==> src/mnar_pkg.sv <==
`default_nettype none
// ----------------------------------------------------------------------------
// mnar_pkg
// Shared types and constants for the menu navigation auto-repeat unit.
// ----------------------------------------------------------------------------
package mnar_pkg;

	typedef enum logic [1:0] {
		TIER_NONE   = 2'd0,
		TIER_SLOW   = 2'd1,
		TIER_MEDIUM = 2'd2,
		TIER_FAST   = 2'd3
	} tier_t;

	// step direction, two's complement: -1 up, 0 none, +1 down
	typedef logic [1:0] dir_t;
	localparam dir_t DIR_NONE = 2'b00;
	localparam dir_t DIR_DOWN = 2'b01;
	localparam dir_t DIR_UP   = 2'b11;

	localparam logic [7:0] STICK_CENTRE     = 8'h80;
	localparam logic [7:0] MEDIUM_THRESHOLD = 8'h28;

	typedef enum logic [2:0] {
		REG_DEAD_ZONE       = 3'd0,
		REG_FAST_THRESHOLD  = 3'd1,
		REG_SLOW_START      = 3'd2,
		REG_MEDIUM_START    = 3'd3,
		REG_FAST_START      = 3'd4,
		REG_SLOW_INTERVAL   = 3'd5,
		REG_MEDIUM_INTERVAL = 3'd6,
		REG_FAST_INTERVAL   = 3'd7
	} reg_index_t;

	localparam logic [7:0] RST_DEAD_ZONE       = 8'd16;
	localparam logic [7:0] RST_FAST_THRESHOLD  = 8'd80;
	localparam logic [7:0] RST_SLOW_START      = 8'd20;
	localparam logic [7:0] RST_MEDIUM_START    = 8'd12;
	localparam logic [7:0] RST_FAST_START      = 8'd6;
	localparam logic [7:0] RST_SLOW_INTERVAL   = 8'd9;
	localparam logic [7:0] RST_MEDIUM_INTERVAL = 8'd4;
	localparam logic [7:0] RST_FAST_INTERVAL   = 8'd2;

	typedef struct packed {
		logic [7:0] dead_zone;
		logic [7:0] fast_threshold;
		logic [7:0] slow_start;
		logic [7:0] medium_start;
		logic [7:0] fast_start;
		logic [7:0] slow_interval;
		logic [7:0] medium_interval;
		logic [7:0] fast_interval;
	} cfg_t;

	typedef struct packed {
		dir_t  dir;
		tier_t tier;
	} sample_t;

endpackage
`default_nettype wire

==> src/mnar_cfg_regs.sv <==
`default_nettype none
// ----------------------------------------------------------------------------
// mnar_cfg_regs
// Configuration register file: thresholds, start delays, repeat intervals.
// ----------------------------------------------------------------------------
module mnar_cfg_regs
	import mnar_pkg::*;
(
	input  wire logic       clk,
	input  wire logic       arst_n,
	input  wire logic       cfg_we,
	input  wire logic [2:0] cfg_index,
	input  wire logic [7:0] cfg_data,
	output cfg_t            cfg
);

	cfg_t cfg_q;

	always_ff @(posedge clk or negedge arst_n) begin
		if (!arst_n) begin
			cfg_q.dead_zone       <= RST_DEAD_ZONE;
			cfg_q.fast_threshold  <= RST_FAST_THRESHOLD;
			cfg_q.slow_start      <= RST_SLOW_START;
			cfg_q.medium_start    <= RST_MEDIUM_START;
			cfg_q.fast_start      <= RST_FAST_START;
			cfg_q.slow_interval   <= RST_SLOW_INTERVAL;
			cfg_q.medium_interval <= RST_MEDIUM_INTERVAL;
			cfg_q.fast_interval   <= RST_FAST_INTERVAL;
		end else if (cfg_we) begin
			unique case (reg_index_t'(cfg_index))
				REG_DEAD_ZONE:       cfg_q.dead_zone       <= cfg_data;
				REG_FAST_THRESHOLD:  cfg_q.fast_threshold  <= cfg_data;
				REG_SLOW_START:      cfg_q.slow_start      <= cfg_data;
				REG_MEDIUM_START:    cfg_q.medium_start    <= cfg_data;
				REG_FAST_START:      cfg_q.fast_start      <= cfg_data;
				REG_SLOW_INTERVAL:   cfg_q.slow_interval   <= cfg_data;
				REG_MEDIUM_INTERVAL: cfg_q.medium_interval <= cfg_data;
				REG_FAST_INTERVAL:   cfg_q.fast_interval   <= cfg_data;
			endcase
		end
	end

	assign cfg = cfg_q;

endmodule
`default_nettype wire

==> src/mnar_classify.sv <==
`default_nettype none
// ----------------------------------------------------------------------------
// mnar_classify
// Resolves d-pad and stick into this frame's direction and speed tier.
// ----------------------------------------------------------------------------
module mnar_classify
	import mnar_pkg::*;
(
	input  wire logic       up_held,
	input  wire logic       down_held,
	input  wire logic [7:0] stick_y,
	input  wire logic [7:0] dead_zone,
	input  wire logic [7:0] fast_threshold,
	output sample_t         smp
);

	logic       below;
	logic [7:0] mag;

	// offset from centre; 128 - 0 still fits in 8 bits
	assign below = stick_y < STICK_CENTRE;
	assign mag   = below ? (STICK_CENTRE - stick_y) : (stick_y - STICK_CENTRE);

	always_comb begin
		smp.dir  = DIR_NONE;
		smp.tier = TIER_NONE;
		priority if (up_held) begin
			smp.dir  = DIR_UP;
			smp.tier = TIER_MEDIUM;
		end else if (down_held) begin
			smp.dir  = DIR_DOWN;
			smp.tier = TIER_MEDIUM;
		end else if (mag >= dead_zone) begin
			smp.dir = below ? DIR_UP : DIR_DOWN;
			priority if (mag >= fast_threshold)
				smp.tier = TIER_FAST;
			else if (mag < MEDIUM_THRESHOLD)
				smp.tier = TIER_SLOW;
			else
				smp.tier = TIER_MEDIUM;
		end
	end

endmodule
`default_nettype wire

==> src/mnar_repeat_core.sv <==
`default_nettype none
// ----------------------------------------------------------------------------
// mnar_repeat_core
// Hold state and repeat timing; decides the step for one frame.
// ----------------------------------------------------------------------------
module mnar_repeat_core
	import mnar_pkg::*;
(
	input  wire logic    clk,
	input  wire logic    arst_n,
	input  wire logic    advance,
	input  wire sample_t smp,
	input  wire logic    skip_nav,
	input  wire logic    clear_nav,
	input  wire cfg_t    cfg,
	output dir_t         step,
	output tier_t        speed
);

	dir_t       held_dir_q,     held_dir_d;
	tier_t      held_speed_q,   held_speed_d;
	logic [7:0] hold_count_q,   hold_count_d;
	logic [7:0] repeat_phase_q, repeat_phase_d;

	logic [7:0] start;
	logic [7:0] interval;
	logic [7:0] hold_inc;
	logic [8:0] phase_inc;

	always_comb begin
		unique case (smp.tier)
			TIER_SLOW: begin
				start    = cfg.slow_start;
				interval = cfg.slow_interval;
			end
			TIER_FAST: begin
				start    = cfg.fast_start;
				interval = cfg.fast_interval;
			end
			TIER_NONE, TIER_MEDIUM: begin
				start    = cfg.medium_start;
				interval = cfg.medium_interval;
			end
		endcase
	end

	assign hold_inc  = hold_count_q + 8'd1;
	assign phase_inc = {1'b0, repeat_phase_q} + 9'd1;

	always_comb begin
		held_dir_d     = held_dir_q;
		held_speed_d   = held_speed_q;
		hold_count_d   = hold_count_q;
		repeat_phase_d = repeat_phase_q;
		step           = DIR_NONE;
		if (!skip_nav) begin
			priority if (smp.dir == DIR_NONE || smp.tier == TIER_NONE) begin
				held_dir_d     = DIR_NONE;
				held_speed_d   = TIER_NONE;
				hold_count_d   = '0;
				repeat_phase_d = '0;
			end else if (smp.dir != held_dir_q || smp.tier != held_speed_q) begin
				held_dir_d     = smp.dir;
				held_speed_d   = smp.tier;
				hold_count_d   = '0;
				repeat_phase_d = '0;
				step           = smp.dir;
			end else if (hold_count_q < start) begin
				hold_count_d = hold_inc;
				if (hold_inc == start) begin
					repeat_phase_d = '0;
					step           = smp.dir;
				end
			end else if (phase_inc >= {1'b0, interval}) begin
				repeat_phase_d = '0;
				step           = smp.dir;
			end else begin
				repeat_phase_d = phase_inc[7:0];
			end
		end
		// reported speed is taken before the clear
		speed = held_speed_d;
		if (clear_nav) begin
			held_dir_d     = DIR_NONE;
			held_speed_d   = TIER_NONE;
			hold_count_d   = '0;
			repeat_phase_d = '0;
		end
	end

	always_ff @(posedge clk or negedge arst_n) begin
		if (!arst_n) begin
			held_dir_q     <= DIR_NONE;
			held_speed_q   <= TIER_NONE;
			hold_count_q   <= '0;
			repeat_phase_q <= '0;
		end else if (advance) begin
			held_dir_q     <= held_dir_d;
			held_speed_q   <= held_speed_d;
			hold_count_q   <= hold_count_d;
			repeat_phase_q <= repeat_phase_d;
		end
	end

endmodule
`default_nettype wire

==> src/menu_nav_auto_repeat_unit.sv <==
`default_nettype none
// An accepted input transaction passes the input register, then the result register, to out_valid.
// Throughput: one transaction per cycle unless the result is stalled; the hold state
// updates in a single pass between the input register and the result register.
// in_stall rises only while the input register is full and the result is stalled.
// Reset: clears the hold state, empties both registers, and restores all
// configuration registers to their defaults.
// ----------------------------------------------------------------------------
// menu_nav_auto_repeat_unit
// Menu cursor auto-repeat from d-pad and analog stick, one result per frame.
// ----------------------------------------------------------------------------
module menu_nav_auto_repeat_unit
	import mnar_pkg::*;
(
	input  wire logic       clk,
	input  wire logic       arst_n,
	input  wire logic       cfg_we,
	input  wire logic [2:0] cfg_index,
	input  wire logic [7:0] cfg_data,
	input  wire logic       in_valid,
	output logic            in_stall,
	input  wire logic       up_held,
	input  wire logic       down_held,
	input  wire logic [7:0] stick_y,
	input  wire logic       skip_nav,
	input  wire logic       clear_nav,
	output logic            out_valid,
	input  wire logic       out_stall,
	output logic [1:0]      step_dir,
	output logic [1:0]      speed_tier
);

	cfg_t       cfg;
	sample_t    smp;
	dir_t       step;
	tier_t      speed;

	logic       valid_s1;
	logic       up_s1;
	logic       down_s1;
	logic [7:0] stick_s1;
	logic       skip_s1;
	logic       clear_s1;

	logic       out_valid_q;
	logic [1:0] step_dir_q;
	logic [1:0] speed_tier_q;

	logic       out_ready;
	logic       advance;
	logic       in_take;

	assign out_ready = !out_valid_q || !out_stall;
	assign advance   = valid_s1 && out_ready;
	assign in_stall  = valid_s1 && !out_ready;
	assign in_take   = in_valid && !in_stall;

	mnar_cfg_regs u_cfg (
		.clk       (clk),
		.arst_n    (arst_n),
		.cfg_we    (cfg_we),
		.cfg_index (cfg_index),
		.cfg_data  (cfg_data),
		.cfg       (cfg)
	);

	mnar_classify u_classify (
		.up_held        (up_s1),
		.down_held      (down_s1),
		.stick_y        (stick_s1),
		.dead_zone      (cfg.dead_zone),
		.fast_threshold (cfg.fast_threshold),
		.smp            (smp)
	);

	mnar_repeat_core u_core (
		.clk       (clk),
		.arst_n    (arst_n),
		.advance   (advance),
		.smp       (smp),
		.skip_nav  (skip_s1),
		.clear_nav (clear_s1),
		.cfg       (cfg),
		.step      (step),
		.speed     (speed)
	);

	always_ff @(posedge clk or negedge arst_n) begin
		if (!arst_n) begin
			valid_s1 <= 1'b0;
		end else if (in_take) begin
			valid_s1 <= 1'b1;
		end else if (advance) begin
			valid_s1 <= 1'b0;
		end
	end

	always_ff @(posedge clk) begin
		if (in_take) begin
			up_s1    <= up_held;
			down_s1  <= down_held;
			stick_s1 <= stick_y;
			skip_s1  <= skip_nav;
			clear_s1 <= clear_nav;
		end
	end

	always_ff @(posedge clk or negedge arst_n) begin
		if (!arst_n) begin
			out_valid_q <= 1'b0;
		end else if (out_ready) begin
			out_valid_q <= valid_s1;
		end
	end

	always_ff @(posedge clk) begin
		if (advance) begin
			step_dir_q   <= step;
			speed_tier_q <= speed;
		end
	end

	assign out_valid  = out_valid_q;
	assign step_dir   = step_dir_q;
	assign speed_tier = speed_tier_q;

endmodule
`default_nettype wire

==> config.mk <==
export PLATFORM = sky130hd
export DESIGN_NAME = menu_nav_auto_repeat_unit
export DESIGN_NICKNAME = d
export VERILOG_FILES = /design/src/mnar_pkg.sv /design/src/mnar_cfg_regs.sv /design/src/mnar_classify.sv /design/src/mnar_repeat_core.sv /design/src/menu_nav_auto_repeat_unit.sv
export SDC_FILE = /design/constraint.sdc
export NUM_CORES = 1
export LEC_CHECK = 0
export ABC_AREA = 1
export BUFFER_PORTS_ARGS = -buffer_cell sky130_fd_sc_hd__buf_2
export CORE_UTILIZATION = 50
export CTS_CLUSTER_DIAMETER = 40
export CTS_CLUSTER_SIZE = 25
export DETAILED_ROUTE_END_ITERATION = 10
export PLACE_DENSITY_LB_ADDON = 0.1
export SLEW_MARGIN = 20
export SYNTH_ARGS = -nofsm -noshare
export SYNTH_HDL_FRONTEND = slang
export SYNTH_SLANG_ARGS = --single-unit
==> constraint.sdc <==
create_clock -name clk -period 5.65 [get_ports clk]
set_clock_uncertainty 0.1 [all_clocks]
set_input_delay 0 -clock clk [delete_from_list [all_inputs] [get_ports clk]]
set_output_delay 0 -clock clk [all_outputs]
set_load 0.005 [all_outputs]
# Yosys cells after proc, flatten, opt, wreduce, memory -nomap -nowiden
# Cells that the tools add are included.
[totals]
wordCells = 110
input_bits = 28
reg_bits = 102
[op_classes]
n_reduce_logical = 29
n_lt_le_gt_ge = 6
n_mux = 35
eq_ne = 15
addsub = 4
[op_table]
columns = ["op", "count"]
rows = [
  ["8-bit two-way mux", 13],
  ["8-bit one-hot mux with 3 select lines", 2],
  ["2-bit two-way mux", 15],
  ["8-bit greater-or-equal comparator", 2],
  ["2-bit AND reduction", 8],
  ["3-bit == test (second input constant)", 4],
  ["4-bit two-way mux", 3],
  ["8-bit by 1-bit adder with 9-bit output (second input constant)", 1],
  ["9-bit by 8-bit greater-or-equal comparator with 1-bit output", 1],
  ["3-bit AND reduction", 3],
  ["8-bit by 1-bit adder with 8-bit output (second input constant)", 1],
  ["8-bit == test", 1],
  ["8-bit by 6-bit less-than comparator with 1-bit output (second input constant)", 1],
  ["8-bit less-than comparator", 1],
  ["8-bit less-than comparator (second input constant)", 1],
  ["8-bit subtractor (first input constant)", 1],
  ["8-bit subtractor (second input constant)", 1],
  ["3-bit by 2-bit == test with 1-bit output (second input constant)", 2],
  ["5-bit by 3-bit != test with 1-bit output (second input constant)", 1],
  ["2-bit == test (second input constant)", 2],
  ["1-bit logical NOT", 4],
  ["2-bit logical NOT", 2],
  ["2-bit != test", 2],
  ["4-bit nonzero test", 1],
  ["10 further kinds", 16],
]

# Depth between registers and ports, before layout
[logic_depth]
ltp_word = 18
ltp_mapped = 36
mapped_depth_nobuf = 36

# Modules after synthesis
# From an unflattened synthesis, not the netlist that was laid out.
[hier_totals]
cells_unflattened = 796
area_unflattened_um2 = 6198.4
[by_module_without_submodules]
columns = ["mod", "seq_area_each_um2", "cells_each", "area_per_inst_um2", "n_inst"]
rows = [
  ["mnar_cfg_regs", 1617.8, 295, 2685.1, 1],
  ["mnar_repeat_core", 500.5, 345, 2239.6, 1],
  ["mnar_classify", 0.0, 128, 698.2, 1],
  ["menu_nav_auto_repeat_unit", 530.5, 28, 575.6, 1],
]

# Worst setup path before layout
# No wires, ideal clock.
[synth_timing]
path_kind = "register to register"
start = "reg stick_s1[0]"
end = "reg u_core.repeat_phase_q[6]"
period_less_slack_ns = 4.075
arrival_time_ns = 3.910
slack_ns = 1.575
stages_incl_launch_ff = 33
required_time_ns = 5.485
setup_ns = 0.065
path_cell_list = "edfxtp_1 > inv_1 > ha_1 > nand2_1 > o21ai_2 > xor2_1 > inv_1 > ha_1 > nand2_1 > inv_1 > nand2_1 > nand2_1 > nand2_2 > nand2_2 > inv_4 > nand2_1 > nand2_1 > inv_1 > nor2_1 > inv_1 > o221ai_1 > ha_1 > a21oi_1 > o211ai_1 > nand3_1 > nand2_1 > nand3_1 > nand2_1 > a221oi_1 > nand4_2 > nor3_1 > nand2_1 > nand2_1"
[synth_between]
elab_chain_len = 18
elab_cells_between_ends = 36
[synth_rtl]
columns = ["item", "line_no", "text"]
rows = [
  ["start, declared", "menu_nav_auto_repeat_unit.sv:41", "logic [7:0] stick_s1;"],
  ["start signal, assigned", "menu_nav_auto_repeat_unit.sv:102", "stick_s1 <= stick_y;"],
  ["8-bit subtractor / 8-bit less-than comparator (equally long branches)", "mnar_classify.sv:22, mnar_classify.sv:21", ""],
  ["8-bit two-way mux", "mnar_classify.sv:22", "assign mag = below ? (STICK_CENTRE - stick_y) : (stick_y - STICK_CENTRE);"],
  ["8-bit by 6-bit less-than comparator with 1-bit output", "mnar_classify.sv:37", "else if (mag < MEDIUM_THRESHOLD)"],
  ["2-bit two-way mux", "mnar_classify.sv:37", ""],
  ["2-bit two-way mux", "mnar_classify.sv:35", "priority if (mag >= fast_threshold)"],
  ["4-bit two-way mux (*)", "mnar_classify.sv:33", "end else if (mag >= dead_zone) begin"],
  ["4-bit two-way mux (*)", "mnar_classify.sv:30", "end else if (down_held) begin"],
  ["4-bit two-way mux (*)", "mnar_classify.sv:27", "priority if (up_held) begin"],
  ["[... 2 more ...]", "-", ""],
  ["8-bit one-hot mux with 3 select lines", "mnar_repeat_core.sv:31", "unique case (smp.tier)"],
  ["9-bit by 8-bit greater-or-equal comparator with 1-bit output", "mnar_repeat_core.sv:74", "end else if (phase_inc >= {1'b0, interval}) begin"],
  ["8-bit two-way mux", "mnar_repeat_core.sv:74", ""],
  ["8-bit two-way mux", "mnar_repeat_core.sv:68", "end else if (hold_count_q < start) begin"],
  ["8-bit two-way mux", "mnar_repeat_core.sv:62", "end else if (smp.dir != held_dir_q || smp.tier != held_speed_q) begin"],
  ["8-bit two-way mux", "mnar_repeat_core.sv:57", "priority if (smp.dir == DIR_NONE || smp.tier == TIER_NONE) begin"],
  ["8-bit two-way mux", "mnar_repeat_core.sv:56", "if (!skip_nav) begin"],
  ["8-bit two-way mux", "mnar_repeat_core.sv:83", "if (clear_nav) begin"],
  ["end signal, assigned", "mnar_repeat_core.sv:101", "repeat_phase_q <= repeat_phase_d;"],
  ["end, declared", "mnar_repeat_core.sv:23", "logic [7:0] repeat_phase_q, repeat_phase_d;"],
]
# Every way passes the cells marked *; elsewhere a longest branch is shown, timed or not. The select of a mux whose other input is x is not followed.
# A chain may end at the register's enable or synchronous reset.

# Worst setup path after layout
# Same ends and word-level chain as after synthesis.

==> results summary <==
The number of filler instances in the final layout came out at between 900 and 1000. The flow ran to the end, and the final reports show no timing, DRC or antenna violations. The total via count after detailed routing is 4597. In the layout the commonest cells are nand2_1, inv_1, dfrtp_1.

The post-synthesis sequential area ratio came out at 46.1%. The final cell area excluding filler cells is 6590 um^2. Setup repair after global routing left no endpoint under its margin.

The initial antenna violation count is 0. Routability-driven placement finished with a final weighted congestion of 0.862. The via count normalized by instance count came out at 5.03. The total power of the final layout is about 2.0 mW. The first global-routing pass estimated ~21000 um of wire. The area added between synthesis and finish is 14.7%.

Grouping stages by cell kind, the critical path spends the most delay in simple AND/OR/NAND/NOR gates. The final-report setup violation count is 0. The synthesized net count came out at between 700 and 800. Global routing consumed, over all layers together, 23.4% of the routing resources.

Counting distinct cell types in the post-synthesis netlist gives 38. From bottom edge to top edge, the die measures 109 um. The critical-path maximum fanout came out at 14.

The maximum number of pins on one net before global-route repair came out at between 60 and 70. For this design, the sink count on the clock tree is 102. For the worst setup path, the data required time is 5.84 ns.

The maximum ir drop on the vdd rail is approximately 0.27 mV. During synthesis, Yosys emitted a total of 0 warnings. Once placement finished, the instance area stood at 6030 um^2. The TritonCTS clock tree is done.

The gate count of the mapped netlist is 709. The number of global-route vias before repair is 4416. The type of destination of the critical path is a flop. The slew of the pin with the lowest slew margin came out at approximately 0.86 ns. The cell with the largest stage delay on the worst path is edfxtp_1. The post-CTS clock slew at the launch and capture registers of the worst setup and hold paths is 0.07 ns. The critical path data arrival time came out at 4.94 ns. The count of nets left with antenna violations once routing finished came out at 0. The global-route congestion overflow total is 0. The worst setup slack after placement is 0.912 ns. Hold timing on the final database bottoms out at a slack of between 0.08 and 0.09 ns. The synthesis-stage register bit count is 102. The number of maximum-capacitance violations is 0. The kind of path behind the tightest hold check is input pin to flop. The number of buffers created by CTS came out at 9. The share of layout cells above drive strength 1 came out at 12.5%. The power per unit of standard cell area came out at around 310 nW/um^2. The mean post-synth cell area is about 8 um^2. The cell repeated most along the worst path is nand2_1. On the worst path, the slowest cell contributes a delay of 0.36 ns.

The maximum clock frequency is 210 MHz. The count of TritonRoute iterations in the first routing pass came out at 5. The number of remaining DRC errors came out at 0. The clock root buffer master is clkbuf_16. Measured against its own limit, the worst slew margin works out to 42.5%. The clock latency of the later-clocked register in the worst-skew pair came out at 0.36 ns. The post-layout net count is 830. The critical path launch point type is a flop.

The total standard cell area after synthesis came out at 5740 um^2. Adding up every negative setup slack in the final design gives 0 ns. The placeable core region is 11000 um^2. The half-perimeter wire length of the detailed placement result came out at 9150 um. The number of max-slew violations in the final report is 0. After floorplanning, the core was divided into 38 placement rows.

The final worst slack came out at 0.899 ns. The repair_antennas step left the layout with diodes totalling 0. The final number of hold-violating endpoints came out at 0.

Excluding fillers, the count of instances in the completed layout stands at about 900. The minimum clock period after layout came out at around 4.8 ns. The critical path class is flop to flop. The placed instance count is 872. The total detailed-routing wirelength came out at 12400 um. The leakage power summed over all cells came out at between 3 and 4 nW. Together, buffers and inverters on the worst path number 4. The number of DRC violations after detailed-routing iteration 0 came out at 294.

The library cell used most frequently in the layout, excluding fill and tap cells, is nand2_1. The die is 109 um wide. The number of I/O pins is 34.

The number of levels the H-tree was split into is 3. After layout, the worst path uses 84.1% of the clock period. Once the floorplan was initialized, standard cells occupied roughly 52% of the core.

The utilization after layout came out at roughly three fifths. The number of gates resized after CTS was 0. The clock passes through at most 2 buffers. The average routed wire per standard cell is 13.6 um. The area of the die is between 10000 and 15000 um^2. Port buffering added 33 buffers.
[kinds of logic after synthesis]
logic type | count (synthesis) | share of synthesized area (%)
simple gates | 315 | 24.5
buf+inv | 140 | 9.87
compound gates | 106 | 10.2
flops | 102 | 46.1
fa+ha+maj | 33 | 7.19
xor+xnor | 13 | 2.11
[worst paths after layout]
path	slack (ns)	start	to	cells after the start
max in group asynchronous	4.16	arst_n	u_core.held_dir_q[0]	3
min in group asynchronous	0.28	arst_n	u_cfg.cfg[14]	3
hold reg to reg	0.38	valid_s1	out_valid	2
setup reg to reg	0.90	stick_s1[0]	u_core.repeat_phase_q[6]	29
setup / recovery	0.90	stick_s1[0]	u_core.repeat_phase_q[6]	29
hold / removal	0.08	cfg_index[2]	u_cfg.cfg[1]	6
[worst register-to-register path: cells and delay by family (launching register included)]
kind | cells | cell delay (ns)
buffers and inverters | 4 | 0.46
adders and majority gates | 3 | 0.80
AOI/OAI and AO/OA | 5 | 0.89
and+or+nand+nor | 16 | 1.88
DFF | 1 | 0.36
xor gates and xnor gates | 1 | 0.18
[what timing repair did]
action                                  CTS  global route
setup buffers                             0             0
endpoints found under the setup margin    0             0
endpoints found under the hold margin    89             0
hold buffers                             26             0
[registers in the layout, indices dropped and copies added (netlist names)]
name,flops
skip_s1,1
u_core.held_dir_q,2
u_core.held_speed_q,2
stick_s1,8
clear_s1,1
u_core.hold_count_q,8
down_s1,1
speed_tier,2
valid_s1,1
u_cfg.cfg,64
out_valid,1
up_s1,1
u_core.repeat_phase_q,8
step_dir,2
[cells in the mapped netlist]
cell type	n	area, um^2
clkbuf_1	8	30.0
edfxtp_1	16	480
xor2_1	11	96.3
nor2_1	40	150
a221oi_1	3	26.3
nand4_1	22	138
o21ai_0	69	345
nand3_1	31	155
o211ai_1	2	15.0
inv_1	121	454
buf_6	1	11.3
xnor2_1	1	8.76
inv_6	1	8.76
inv_4	2	12.5
buf_8	2	30.0
o21ai_1	10	50.1
o221ai_1	5	43.8
o21ai_2	1	8.76
nand2_1	195	732
nor3_1	3	15.0
nand3_2	5	50.1
o21a_1	2	15.0
o22ai_1	2	12.5
xor2_2	1	16.3
nand2_2	9	56.3
dfstp_2	13	342
dfrtp_1	73	1830
nor2_4	2	22.5
ha_1	33	413
o22ai_2	1	12.5
buf_2	1	5.00
nand4_2	1	12.5
nor3_2	1	10.0
inv_2	4	15.0
nand3_4	1	17.5
a21oi_1	11	55.1
nor2_2	1	6.26
nand2_4	4	45.0
[metal layers]
metal / GRT usage, % / part of all wire, %
met3: 5.62 / 3.2
met4: 6.19 / 1.1
met1: 31.7 / 49
met5: 0 / 0
met2: 37.4 / 47
[power breakdown]
part / internal, mW / leakage, nW / total [mW] / switching (mW)
Clock: 0.352 / 0.150 / 0.643 / 0.291
Combinational: 0.174 / 1.97 / 0.474 / 0.301
Sequential: 0.868 / 1.23 / 0.923 / 0.0546
[layout make-up]
class	instances	area (um^2)	share of cell area, %
repair buffers	61	443	6.72
flip-flops and latches	102	2650	40.2
well taps	140	175	2.66
clock inverters	6	76.3	1.16
multi-input cells	467	2530	38.4
inverters	128	490	7.44
clock buffers	10	229	3.47
Power figures use the tool's default switching activity.
